<file path="config.mk">
export PLATFORM = sky130hd
export DESIGN_NAME = gsk_ram
export DESIGN_NICKNAME = d
export VERILOG_FILES = /design/src/gsk_ram.sv
export SDC_FILE = /design/constraint.sdc
export NUM_CORES = 1
export LEC_CHECK = 0
export CORE_MARGIN = 4
export CORE_UTILIZATION = 40
export DETAILED_ROUTE_END_ITERATION = 12
export DONT_BUFFER_PORTS = 1
export GPL_ROUTABILITY_DRIVEN = 0
export PLACE_DENSITY = 0.62
export REMOVE_ABC_BUFFERS = 1
export SLEW_MARGIN = 20
export SYNTH_ARGS = -nofsm -noshare
export SYNTH_HDL_FRONTEND = slang
export SYNTH_SLANG_ARGS = --single-unit
</file>
<file path="constraint.sdc">
create_clock -name clock -period 5 [get_ports clock]
set_input_delay 0.75 -clock clock [delete_from_list [all_inputs] [get_ports clock]]
set_output_delay 0.75 -clock clock [all_outputs]
set_load 0.02 [all_outputs]
</file>
<file path="src/gsk_ram.sv">
// generic single-write, single-read ram with registered read
`timescale 1ns / 1ps
module gsk_ram #(
   parameter int WIDTH = 8,
   parameter int DEPTH = 64,
   localparam int AW = (DEPTH > 1) ? $clog2(DEPTH) : 1
) (
   input  logic                  clock,
   input  logic                  wr_en,
   input  logic [AW-1:0]         wr_addr,
   input  logic [WIDTH-1:0]      wr_data,
   input  logic                  rd_en,
   input  logic [AW-1:0]         rd_addr,
   output logic [WIDTH-1:0]      rd_data
);
   logic [WIDTH-1:0] mem_ff [DEPTH];
   logic [WIDTH-1:0] rd_data_ff;

   // write port
   always_ff @(posedge clock) begin
      if (wr_en) begin
         mem_ff[wr_addr] <= wr_data;
      end
   end

   // registered read port
   always_ff @(posedge clock) begin
      if (rd_en) begin
         rd_data_ff <= mem_ff[rd_addr];
      end
   end

   assign rd_data = rd_data_ff;
endmodule

</file>
======== Yosys cells after proc, flatten, opt, wreduce, memory -nomap -nowiden ========
Memories as Yosys holds them, arrays and structs flattened. A register that Yosys moved wholly into a read port is not among the register bits.
Index checks and enable logic that the tools add are counted.
storage, ports and cells
  register bits ........................... 0
  bits in writable memories ............... 512
  input bits .............................. 23
  memories kept ........................... 1
memories
  name    words  bits a word  read ports  clocked after memory_dff  wr ports  RTL line  RTL
  mem_ff  64     8            1           1                         1         16        logic [WIDTH-1:0] mem_ff [DEPTH];
operators by class
  multiplexer cells ....................... 2
operators with widths
  cell               count
  1-bit two-way mux  2

======== Logic depth before layout (Yosys ltp) ========
Gate-level depths: netlist of the first run.
  word-level depth ........................ 2
  mapped depth ............................ 9

======== Least setup slack after synthesis of the first run ========
Ideal clock, no wire load.
  path type ............................... input -> register
  start point ............................. input port rd_addr[1]
  end point ............................... register rd_data_ff[3], in the netlist rd_data[3], read port of mem_ff, data pin
  setup time .............................. 266 ps
  arrival ................................. 2,290 ps
  slack ................................... 2,444 ps
  stages on the path ...................... 7
  cell sequence ........................... buf_4 -> buf_2 -> buf_2 -> mux4_2 -> mux4_2 -> o21ai_1 -> o41ai_1
RTL lines
  element      RTL line  RTL
  from (decl)  13        input logic [AW-1:0] rd_addr,
  to (decl)    17        logic [WIDTH-1:0] rd_data_ff;

==> results.txt, run 1 <==
cell with the largest stage delay on the worst path - o32ai_1
drt pass-1 iters - 7
nets - 968
Tcrit/Tclk final - 47.9%
Setup Skew - 0.0127 ns
asr flop ratio synth - 0%
setup total negative slack - 0 ns
FMAX - 417 MHz
Site Rows - 82
ranking of synthesized cells by area - edfxtp_1 77%, mux4_2 14%, nor2_1 1.5%
Inserted Clock Buffers - 52
outcome - complete, no violations
Initial DRC Count - 1041
post-route ant nets - 0
hpwl dp - 24700 µm
Yosys reg bits - 520
Non-Filler Instances - 1658
clk slew on worst S/H paths - 0.06 ns
vias in the first global route - 9647
Main synth FF type - edfxtp_1
core area - 0.0501 mm²
global-route wire length before repair - 66000 µm
CP arrival - 2.69 ns
Avg WL per Cell - 26.5 µm
share of cells above drive strength 1 - 21.3%
Total GRT Usage - 16.5%
top cells by count, synth - 520 x edfxtp_1, 126 x mux4_2, 83 x nor2_1
root buffer cell - clkbuf_16
CP Capture Type - register
P&R area growth vs syn - 10.4%
Worst Setup Path Type - primary input to register
measured slew at the worst slew-check pin - 0.960 ns
register area - 0.0156 mm²
post-synth top area share - 77.1%
number of port buffers - 0
Pleak - 6.75 nW
register area share after synthesis - 77.1%
synth unique cells - 39
RSZ-0062 raised after global routing - false
Syn Area/Cell - 21.5 µm²
post-route DRC violation count - 0
multi-input logic area - 0.00432 mm²
max incr delay on CP - 0.60 ns
Starting Density - 40.4%
CTS max path bufs - 3
antenna cells - 0
Fillers - 4270
Post-CTS Setup Bufs - 0
CP cell instances - nand2b_1 -> a211oi_1 -> nor4_1 -> nor3_1 -> o32ai_1
total die area - 0.0543 mm²
Sink Count - 520
Worst slew margin - 35.8%
H-tree depth - 2
setup violators final - 0
Tmin final - 2.40 ns
Yosys top cell by area - edfxtp_1
Die H - 233 µm
Hold-fix buffers, CTS - 0
cell with the most instances after synthesis - edfxtp_1
yosys warns - 0
CTS resizes - 0
TritonCTS clock tree - done
worst hold slack - 0.265 ns
die width - 233 µm
Max Cap Violations - 0
CP Max Fanout - 97
Post-synth EDFFs - 520
Vias/cell - 5.64
dpl cells - 1563
Cell Pwr Density - 390 mW/mm²
DRT Wirelength - 43900 µm
# IOs - 31
Vias - 9355
Mapped Cells - 940
Post-Synthesis Cell Area - 0.0202 mm²
Slew Viols, Final - 0
Peak VDD IR - 0.193 mV
final hold viol count - 0
Hold WC Path Type - primary input to register
worst skew pair latency - 0.59 ns
largest net degree at the start of global routing - 138
CP Launch Type - primary input
GRT overflow - 0
initial antenna violation count - 1
Worst EP required - 5.29 ns
## path summary, 6_finish.rpt
check / start / to / slack (ns) / depth (start not counted)
hold / removal: wr_data[7] / mem_ff[54][7]$_DFFE_PP_ / 0.27 / 0
hold reg to reg: mem_ff[18][0]$_DFFE_PP_ / rd_data[0]$_DFFE_PP_ / 0.96 / 4
setup reg to reg: mem_ff[16][6]$_DFFE_PP_ / rd_data[6]$_DFFE_PP_ / 2.65 / 5
setup / recovery: rd_addr[1] / rd_data[6]$_DFFE_PP_ / 2.60 / 5
## critical path: cells and delay by family
kind	cells	cell delay, ns
AOI/OAI and AO/OA	2	0.72
and+or+nand+nor	3	1.14
## cells in the final DEF, fill, tap and decap left out, types with 8 or more instances in the layout
master	Yosys	routed
nor2_1	83	83
clkbuf_16	0	52
o22ai_1	8	8
o221ai_1	8	8
nand2_1	19	19
mux2i_1	23	23
edfxtp_1	520	520
nor2b_1	14	14
mux4_2	126	126
clkbuf_1	17	11
clkinv_2	0	9
clkinv_1	0	17
mux2_2	13	13
nand3_1	13	13
## final cells by class
cell class              count  share of cell area [%]
flip-flops and latches    520                    69.8
well taps                 672                    3.76
clock inverters            32                    1.04
clock buffers              63                    6.00
multi-input cells         369                    19.3
repair buffers              2                  0.0671
## cell families after synthesis
family | count (synthesis) | share of synthesized area [%]
buffers and inverters | 51 | 1.56
muxes | 162 | 15.9
and+or+nand+nor | 153 | 3.37
DFF | 520 | 77.1
AOI/OAI and AO/OA | 54 | 2.06
## report_power, final
part           leakage [nW]  internal [mW]  total, mW  switching (mW)
clock network         0.774           2.06       3.63            1.57
registers              4.69           4.83       4.85          0.0175
logic                  1.29          0.140      0.251           0.111
total                  6.75           7.03       8.73            1.70
## metal layers
metal / vias to the layer above / routed length [µm] / share of wire (%) / track usage [%]
li1: 3944 / - / - / -
met1: 5002 / 19300 / 44 / 24.3
met2: 334 / 20600 / 47 / 25.3
met3: 73 / 3070 / 7.0 / 3.43
met4: 2 / 958 / 2.2 / 4.39
met5: - / 13 / 0.030 / 0
## sequential cells by signal (all words and copies together), names as in the netlist
name,cells
rd_data,8
mem_ff,512
## stage by stage
step	worst slack (ns)	power [mW]	util [%]	area (µm²)
after floorplan	2.75	5.13	-	19900
final	2.60	8.73	44.7	22400
after global routing	2.56	9.02	44.7	22400
after global placement	2.19	5.19	41.5	20800
after detailed placement	2.21	5.20	41.5	20800
after CTS	2.69	8.81	44.7	22400
Power figures use the tool's default switching activity.
==> run 2, diff against run 1 <==
--- a/config.mk
+++ b/config.mk
@@ -5,12 +5,13 @@
 export SDC_FILE = /design/constraint.sdc
 export NUM_CORES = 1
 export LEC_CHECK = 0
+export ABC_AREA = 1
 export CORE_MARGIN = 4
 export CORE_UTILIZATION = 40
 export DETAILED_ROUTE_END_ITERATION = 12
 export DONT_BUFFER_PORTS = 1
 export GPL_ROUTABILITY_DRIVEN = 0
-export PLACE_DENSITY = 0.62
+export PLACE_DENSITY = 0.64
 export REMOVE_ABC_BUFFERS = 1
 export SLEW_MARGIN = 20
 export SYNTH_ARGS = -nofsm -noshare
==> constraint.sdc (replaced) <==
create_clock -name clock -period 2 [get_ports clock]
set_input_delay 0.3 -clock clock [delete_from_list [all_inputs] [get_ports clock]]
set_output_delay 0.3 -clock clock [all_outputs]
set_load 0.02 [all_outputs]
==> results.txt, run 2 <==
Main synth FF type - edfxtp_1
R2R depth - 8 (+3)
clk slew on worst S/H paths - 0.06 ns (about the same)
Tmin final - 1.50 ns
Worst Slack Setup Final - 0.503 ns (-2.10 ns)
P&R area growth vs syn - 12.5%
hpwl dp - 29700 µm (+20%)
commonest non-fill, non-tap cell in the layout - nand2_1
largest net degree at the start of global routing - 258 (+87%)
antenna cells - 0 (unchanged)
Hold WC Path Type - primary input to register
TritonCTS clock tree - done
Switch Pwr - 4.86 mW (+190%)
RR Startpoint - mem_ff[19][3]$_DFFE_PP_
Inserted Clock Buffers - 53 (+1.9%)
Vias - 13800 (+47%)
final hold viol count - 0 (unchanged)
share of cells above drive strength 1 - 9.04% (-12 points)
GRT overflow - 0 (unchanged)
RSZ-0062 raised after global routing - false
clock power share - 40.7% (-0.8 points)
sequential share of power - 53.9% (-1.7 points)
Avg WL per Cell - 20.8 µm (-21%)
Mapped Cells - 1805 (+92%)
Total GRT Usage - 18.6% (+2.1 points)
Max Cap Violations - 0 (unchanged)
setup total negative slack - 0 ns (unchanged)
CTS resizes - 0 (unchanged)
Starting Density - 40.6% (+0.16 points)
dpl ws - 0.163 ns (-2.05 ns)
most frequent cells in the layout - 648 x nand2_1, 520 x edfxtp_1, 439 x nand3_1
Setup Skew - 0.0156 ns (+0.00296 ns)
core area - 0.0528 mm² (+5.4%)
CP Launch Type - register
top cells by count, synth - 648 x nand2_1, 520 x edfxtp_1, 439 x nand3_1
Pleak - 8.67 nW (+29%)
post-route DRC violation count - 0 (unchanged)
# IOs - 31 (unchanged)
Worst EP required - 2.33 ns (-2.96 ns)
drt pass-1 iters - 5 (-2)
Most flops, register - mem_ff
Hold Crit Depth - 3 (+3)
nets - 1874 (+94%)
ranking of synthesized cells by area - edfxtp_1 73%, nand2_1 11%, nand3_1 10%
Comb pwr share - 5.3% (+2.4 points)
reg-to-reg slack, setup - 0.50 ns (-2.15 ns)
Slew Viols, Final - 0 (unchanged)
CP Max Fanout - 1 (-99%)
Post-Synthesis Cell Area - 0.0214 mm² (+5.8%)
vias in the first global route - 13400 (+38%)
die width - 239 µm (+2.8%)
Post-synth EDFFs - 520 (unchanged)
global-route wire length before repair - 81700 µm (+24%)
Yosys reg bits - 520 (unchanged)
max reg flops - 512 (unchanged)
synth unique cells - 15 (-62%)
Cell Pwr Density - 934 mW/mm² (+140%)
asr flop ratio synth - 0% (unchanged)
Worst slew margin - 57.2% (+21 points)
CP Capture Type - register
Reg2Reg Capture Point - rd_data[3]$_DFFE_PP_
Tcrit/Tclk final - 74.8%
Worst Hold End - rd_data[1]$_DFFE_PP_
Sink Count - 520 (unchanged)
worst skew pair latency - 0.59 ns (about the same)
yosys warns - 0 (unchanged)
Worst Setup Path Type - register to register
register area share after synthesis - 72.9% (-4.2 points)
initial antenna violation count - 0 (-1)
DRT Wirelength - 53700 µm (+22%)
Die H - 239 µm (+2.8%)
sw frac - 21.6% (+2.2 points)
measured slew at the worst slew-check pin - 0.642 ns (-0.318 ns)
Peak VDD IR - 0.595 mV (+210%)
internal power - 17.6 mW (+150%)
post-synth top area share - 72.9% (-4.2 points)
outcome - complete, no violations
number of port buffers - 0 (unchanged)
Yosys top cell by area - edfxtp_1
worst hold start - rd_addr[4]
setup violators final - 0 (unchanged)
root buffer cell - clkbuf_16
total die area - 0.0573 mm² (+5.6%)
Initial DRC Count - 1388 (+33%)
Vias/cell - 5.34 (-5.3%)
CP arrival - 1.83 ns (-0.86 ns)
FMAX - 668 MHz
CTS max path bufs - 3 (unchanged)
post-route ant nets - 0 (unchanged)
cell with the most instances after synthesis - nand2_1
Site Rows - 84 (+2.4%)
H-tree depth - 2 (unchanged)
Syn Area/Cell - 11.9 µm² (-45%)
Core Util, Final - 45.7% (+1.0 points)
run 2: cell types whose count changed in the layout (fill, tap and decap cells not counted), sizes merged, moves of 7 or more:
| cell | previous run | this run |
|---|---|---|
| nor2 | 83 | 56 |
| nand4 | 2 | 9 |
| inv | 2 | 14 |
| nor3 | 7 | 0 |
| mux4 | 126 | 0 |
| nand2b | 7 | 0 |
| mux2i | 23 | 0 |
| mux2 | 13 | 0 |
| nand2 | 19 | 648 |
| nor2b | 14 | 0 |
| o22ai | 8 | 0 |
| buf | 2 | 101 |
| nand3 | 13 | 439 |
| o221ai | 8 | 0 |
run 2: power by group through the flow:
stage          logic (mW)  registers, mW  clock network (mW)
2_1_floorplan       0.609           12.4                   0
3_3_place_gp        0.931           12.4                   0
3_5_place_dp        0.943           12.4                   0
4_1_cts              1.20           12.1                9.34
5_1_grt              1.32           12.1                9.81
6_report             1.20           12.1                9.17
run 2: kinds of logic after synthesis:
| logic type | count (synthesis) | synth area share [%] |
|---|---|---|
| DFF | 520 | 72.9 |
| buffers and inverters | 125 | 4.01 |
| and+or+nand+nor | 1160 | 23.1 |
run 2: how the worst max path moves through the flow:
| stage | start | end | depth (start not counted) |
|---|---|---|---|
| after floorplan | rd_addr[1] | rd_data[7]$_DFFE_PP_ | 8 |
| after global placement | rd_addr[0] | rd_data[5]$_DFFE_PP_ | 10 |
| after detailed placement | rd_addr[0] | rd_data[3]$_DFFE_PP_ | 10 |
| after CTS | mem_ff[19][3]$_DFFE_PP_ | rd_data[3]$_DFFE_PP_ | 8 |
| after global routing | mem_ff[23][3]$_DFFE_PP_ | rd_data[3]$_DFFE_PP_ | 8 |
| final | mem_ff[19][3]$_DFFE_PP_ | rd_data[3]$_DFFE_PP_ | 8 |
run 2: through the flow:
stage	std cells	instance area, µm²	total power, mW	hold WS [ns]
2_1_floorplan	1692	20600	13.0	0.399
3_3_place_gp	2473	22300	13.3	0.408
3_5_place_dp	2473	22300	13.3	0.409
4_1_cts	2580	24100	22.7	0.0123
5_1_grt	2580	24100	23.3	0.0583
6_report	2580	24100	22.5	0.0452
run 2: area by class of cell:
class	instances	area, µm²
clock buffers	59	1350
flip-flops and latches	520	15600
multi-input cells	1160	4950
inverters	12	52.6
clock inverters	37	241
well taps	688	861
repair buffers	104	1040
fillers	4730	28700
run 2: layer usage:
metal,vias to the layer above,GRT usage [%],routed length (µm)
li1,6452,-,-
met2,537,29.1,24800
met3,101,3.30,4110
met1,6693,26.5,23200
met5,-,0,0
met4,0,6.14,1650
run 2: worst max-delay path, stage by stage, from the launching register on:
cell and delay, ns:
edfxtp_1 0.36, nand2_1 0.07, nand3_1 0.10, nand3_1 0.11, nand2_1 0.12, nand2_1 0.09
nand3_1 0.14, nand3_1 0.17, nand2_1 0.07
run 2: repair_timing:
action	CTS	global route
hold buffers	11	0
endpoints found under the hold margin	528	0
buffers inserted	0	0
